==> src/hw/rtl/nzf_pkg.sv <==
`timescale 1ns / 1ps
// ----------------------------------------------------------------------------
// nzf_pkg
// Shared types and constants of the nonzero index finder: transfer payloads,
// the ring entry held by each cell and the register indexes.
// ----------------------------------------------------------------------------
package nzf_pkg;

   localparam int DATA_W       = 32;
   localparam int ROW_W        = 16;
   localparam int COUNT_W      = 32;
   localparam int CSR_DATA_W   = 16;
   localparam int CSR_INDEX_W  = 2;
   localparam int KEEP_LIMIT_W = 6;

   localparam logic [CSR_INDEX_W-1:0] CSR_NUM_ROWS     = 2'd0;
   localparam logic [CSR_INDEX_W-1:0] CSR_LIMIT_ENABLE = 2'd1;
   localparam logic [CSR_INDEX_W-1:0] CSR_KEEP_LIMIT   = 2'd2;
   localparam logic [CSR_INDEX_W-1:0] CSR_TAKE_LAST    = 2'd3;

   typedef struct packed {
      logic signed [DATA_W-1:0] elem_real;
      logic signed [DATA_W-1:0] elem_imag;
      logic                     end_of_array;
   } req_payload_type;

   typedef struct packed {
      logic                     has_entry;
      logic [COUNT_W-1:0]       linear_position;
      logic [ROW_W-1:0]         row_position;
      logic [COUNT_W-1:0]       col_position;
      logic signed [DATA_W-1:0] match_real;
      logic signed [DATA_W-1:0] match_imag;
      logic                     last_result;
   } rsp_payload_type;

   typedef struct packed {
      logic [COUNT_W-1:0]       linear;
      logic [ROW_W-1:0]         row;
      logic [COUNT_W-1:0]       col;
      logic signed [DATA_W-1:0] real_part;
      logic signed [DATA_W-1:0] imag_part;
   } ring_entry_type;

   typedef struct packed {
      logic busy;
      logic done;
   } mod_status_type;

endpackage

==> src/hw/rtl/nzf_ptr_mod.sv <==
`timescale 1ns / 1ps
// ----------------------------------------------------------------------------
// nzf_ptr_mod
// Bit-serial remainder of the ring write pointer by a new limit, one
// dividend bit per cycle.
// ----------------------------------------------------------------------------
module nzf_ptr_mod #(
   parameter int PW = 5,
   parameter int KW = 6
) (
   input  logic                    clock,
   input  logic                    reset,
   input  logic                    start,
   input  logic [PW-1:0]           dividend,
   input  logic [KW-1:0]           divisor,
   output nzf_pkg::mod_status_type status,
   output logic [PW-1:0]           remainder
);
   import nzf_pkg::*;

   localparam int CW = $clog2(PW + 1);

   logic [CW-1:0] cnt_ff, cnt_in;
   logic [PW-1:0] dvd_ff, dvd_in;
   logic [KW-1:0] div_ff, div_in;
   logic [KW-1:0] rem_ff, rem_in;
   logic [KW:0]   trial;
   logic [KW:0]   step_rem;

   always_comb begin
      trial    = {rem_ff, dvd_ff[PW-1]};
      step_rem = (trial >= {1'b0, div_ff}) ? (trial - {1'b0, div_ff}) : trial;
      cnt_in   = cnt_ff;
      dvd_in   = dvd_ff;
      div_in   = div_ff;
      rem_in   = rem_ff;
      if (start) begin
         cnt_in = CW'(PW);
         dvd_in = dividend;
         div_in = divisor;
         rem_in = '0;
      end else if (cnt_ff != '0) begin
         cnt_in = cnt_ff - CW'(1);
         dvd_in = dvd_ff << 1;
         rem_in = step_rem[KW-1:0];
      end
   end

   always_ff @(posedge clock) begin
      if (reset) begin
         cnt_ff <= '0;
      end else begin
         cnt_ff <= cnt_in;
      end
      dvd_ff <= dvd_in;
      div_ff <= div_in;
      rem_ff <= rem_in;
   end

   assign status.busy = (cnt_ff != '0);
   assign status.done = (cnt_ff == CW'(1));
   assign remainder   = PW'(step_rem[KW-1:0]);

endmodule

==> config.mk <==
export PLATFORM = sky130hd
export DESIGN_NAME = nzf_ptr_mod
export DESIGN_NICKNAME = d
export VERILOG_FILES = /design/src/hw/rtl/nzf_pkg.sv /design/src/hw/rtl/nzf_ptr_mod.sv
export SDC_FILE = /design/constraint.sdc
export NUM_CORES = 1
export LEC_CHECK = 0
export BUFFER_PORTS_ARGS = -buffer_cell sky130_fd_sc_hd__buf_2
export CORE_MARGIN = 2
export CORE_UTILIZATION = 45
export CTS_CLUSTER_DIAMETER = 60
export DETAILED_ROUTE_END_ITERATION = 12
export GPL_ROUTABILITY_DRIVEN = 0
export GPL_TIMING_DRIVEN = 0
export PLACE_DENSITY = 0.78
export SYNTH_ARGS = -nofsm -noshare
export SYNTH_HDL_FRONTEND = slang
export SYNTH_SLANG_ARGS = --single-unit
export TNS_END_PERCENT = 50
==> constraint.sdc <==
create_clock -name clock -period 3.1 [get_ports clock]
set_input_delay 0.465 -clock clock [delete_from_list [all_inputs] [get_ports clock]]
set_output_delay 0.465 -clock clock [all_outputs]
set_load 0.05 [all_outputs]
==> results.json <==
{
  "synth_cells": 123,
  "grt_remaining_overflow": 0,
  "yosys.cell_types.count": 39,
  "clock.fmax_mhz": 334,
  "syn-mean-instance-area_um2": 10.3,
  "power_frac_seq_pct": 26.8,
  "cell_area_after_placement_um2": 1400,
  "worst_path_largest_cell_delay_ns": 0.45,
  "fin_tns_setup_ns": 0,
  "post_layout_nonfiller_instances": 178,
  "dp.cells": 174,
  "vdd_ir_drop_max_uv": 728,
  "post-synth-top-area-cell": "edfxtp_1",
  "maximum_number_of_pins_on_one_net_before_global_route_repair": 12,
  "drt-initial-drc-count": 19,
  "combinationalPowerShare_pct": 64.6,
  "number_of_enable_flip_flop_cells_after_synthesis": 11,
  "critical_path.startpoint_type": "flip-flop",
  "yosysTopAreaCellShare_pct": 26.2,
  "areaGrowthSynthToFinish_pct": 16.5,
  "grt_pass1_vias": 959,
  "final_critical_path_setup_slack_ns": 0.103,
  "drt_pre_antenna_iters": 4,
  "detail_route.vias_per_cell": 5.29,
  "total_count_of_max_transition_violations_in_the_final_report": 0,
  "timing.hold.worst.start": "divisor[0]",
  "die-area_um2": 3250,
  "placement_rows": 19,
  "num-nets-final": 173,
  "htree_levels": 1,
  "proportion_of_synthesized_chip_area_in_sequential_cells_pct": 40.4,
  "antenna_violating_nets_post_route": 0,
  "port_buffers": 20,
  "holdBufCountCts": 0,
  "synth_warnings": 0,
  "worst-path-buf-inv": 2,
  "min-delay-path-class": "in -> reg",
  "grt_pass1_wl_mm": 4.02,
  "clk_latency_ns": 0.29,
  "die_boundary_width_um": 57.0,
  "intPower_uw": 782,
  "share_clk_of_total_power_pct": 8.6,
  "final_instance_area_um2": 1470,
  "setup.worst_path.class": "reg -> out",
  "timing.max_slew.rel_slack_pct": 64.0,
  "netSwitchingFraction_pct": 45.2,
  "total_leakage_power_uw": 0.000643,
  "cp.required_ns": 2.63,
  "ctsRootBufferMaster": "clkbuf_4",
  "die-height_um": 57.0,
  "async_flop_share_pct": 0,
  "setup_repair_after_global_routing_missed_its_margin": "false",
  "worst_clock_skew_ns": 0.00368,
  "mappedNetlistNets": 148,
  "outcome": "finished clean",
  "worst-endpoint-arrival_ns": 2.53,
  "cellPowerDensity_nw_per_um2": 970,
  "finalWorstPathRequiredPeriod_ns": 3.00,
  "worst_setup_path_startpoint": "div_ff[0]",
  "antenna_violations_before_repair": 0,
  "via_count": 942,
  "tritoncts.num_buffers": 3,
  "drv_cap": 0,
  "timing.critical_path.slowest_stage_cell": "edfxtp_1",
  "timing.critical_path.cells": "ha_1 -> fa_1 -> or2b_1 -> a21oi_1 -> xor2_1 -> mux2_4 -> buf_4 -> buf_2",
  "pre_cts_slack_ns": 0.313,
  "worst_setup_hold_path_clk_slew_ns": 0.10,
  "tightest_slew_ns": 0.536,
  "drive_gt1_share_pct": 29.3,
  "yosys_register_bits": 20,
  "num_io_pins": 21,
  "remaining_drc_errors": 0,
  "final_period_utilization_pct": 96.7,
  "postRouteWirelength_mm": 2.38,
  "worst-r2r-setup-slack_ns": 1.01,
  "setup.worst_path.end_class": "output port",
  "wl_per_cell_um": 13.4,
  "tritoncts": "done",
  "core_um2": 2710,
  "crit-reg2reg-launch": "div_ff[0]",
  "starting_utilization_of_the_core_area_pct": 46.6,
  "cts_setup_buffers": 0,
  "synth_flop_cell": "edfxtp_1",
  "cpLargestDelayFamily": "adder cells",
  "holdWs_ns": 0.343,
  "net_sw_power_uw": 644,
  "grtUsageTotal_pct": 15.8,
  "clockBufferDepth": 2,
  "netlist_area_um2": 1260,
  "hold_violations": 0,
  "synth.top_cells.by_area": "edfxtp_1 26%, dfxtp_1 14%, ha_1 9.9%",
  "place.detailed.hpwl_mm": 1.87,
  "cts.sinks": 20,
  "worstPathMaxFanout": 2,
  "setup_viol_count_final": 0,
  "antenna_diode_count": 0
}
[final timing paths]
| kind | endpoint | cells past startpoint |
|---|---|---|
| max | remainder[4] | 8 |
| max reg2reg | rem_ff[4] | 7 |
| min reg2reg | rem_ff[5] | 2 |
| min | div_ff[0] | 1 |
[state kept, by name (all words and copies together) (netlist names)]
register / count
div_ff: 6
rem_ff: 6
cnt_ff: 3
dvd_ff: 5
[layout make-up]
| cell class | count | area, um^2 |
|---|---|---|
| fillers | 252 | 1240 |
| multi-input cells | 83 | 687 |
| flip-flops and latches | 20 | 512 |
| repair buffers | 20 | 105 |
| plain buffers | 9 | 60.1 |
| inverters | 11 | 41.3 |
| well taps | 31 | 38.8 |
| clock buffers | 4 | 26.3 |
[synth_stat cells, types with 2 or more instances]
master / n
or3_1: 3
nor4_1: 3
ha_1: 10
xnor2_1: 2
mux2i_1: 2
nand3_1: 2
mux2_2: 4
nor2b_1: 3
inv_1: 10
buf_4: 5
xor2_1: 2
o21bai_1: 4
a211oi_1: 3
a21oi_1: 7
dfxtp_1: 9
nand2_1: 2
nor2_1: 12
clkbuf_1: 3
edfxtp_1: 11
nor3_1: 4
mux2_4: 3
nand2b_1: 2
[cell usage in the layout, fill, tap and decap left out, types with 5 or more instances in the layout]
master and n:
nor2_1 12, dfxtp_1 8, inv_1 9, buf_2 18, ha_1 8, clkbuf_4 5, a21oi_1 6, buf_4 5
edfxtp_1 11
[timing repair]
item,4_1_cts,5_1_grt
setup endpoints to repair,3,5
endpoints found under the hold margin,0,0
cloned,0,0
resized for setup,1,7
pin swaps,0,1
[through the flow]
stage                     total power (uW)  util [%]
after floorplan                       1110         -
after global placement                1240      51.7
after detailed placement              1270      51.7
after CTS                             1390      52.8
after global routing                  1520      54.2
final                                 1430      54.2
[cells by family (layout without fill, tap and decap cells)]
family                   after synthesis  count (layout)  share of synthesized area [%]
AO/OA/AOI/OAI                         22              22                           12.9
XOR/XNOR                               4               4                           2.78
adder cells (fa/ha/maj)               11              11                           11.5
buffers and inverters                 20              44                           8.03
flip-flops                            20              20                           40.4
multiplexers                           9               9                           8.72
AND/OR/NAND/NOR                       37              37                           15.7
[layer usage]
| layer | wire [um] | vias to the layer above | track usage, % | part of all wire, % |
|---|---|---|---|---|
| met2 | 1230 | 22 | 29.6 | 52 |
| met3 | 67 | 4 | 1.36 | 2.8 |
| li1 | - | 476 | - | - |
| met1 | 1050 | 440 | 18.3 | 44 |
| met4 | 34 | 0 | 6.64 | 1.4 |
| met5 | 0 | - | 0 | 0 |
[power groups by stage]
stage          Combinational (uW)  Sequential (uW)  Clock (uW)
3_3_place_gp                  858              379           0
4_1_cts                       891              377         127
5_1_grt                      1000              388         135
3_5_place_dp                  883              383           0
2_1_floorplan                 740              368           0
6_report                      921              382         122
No activity file was read; power rests on OpenSTA's default activity.
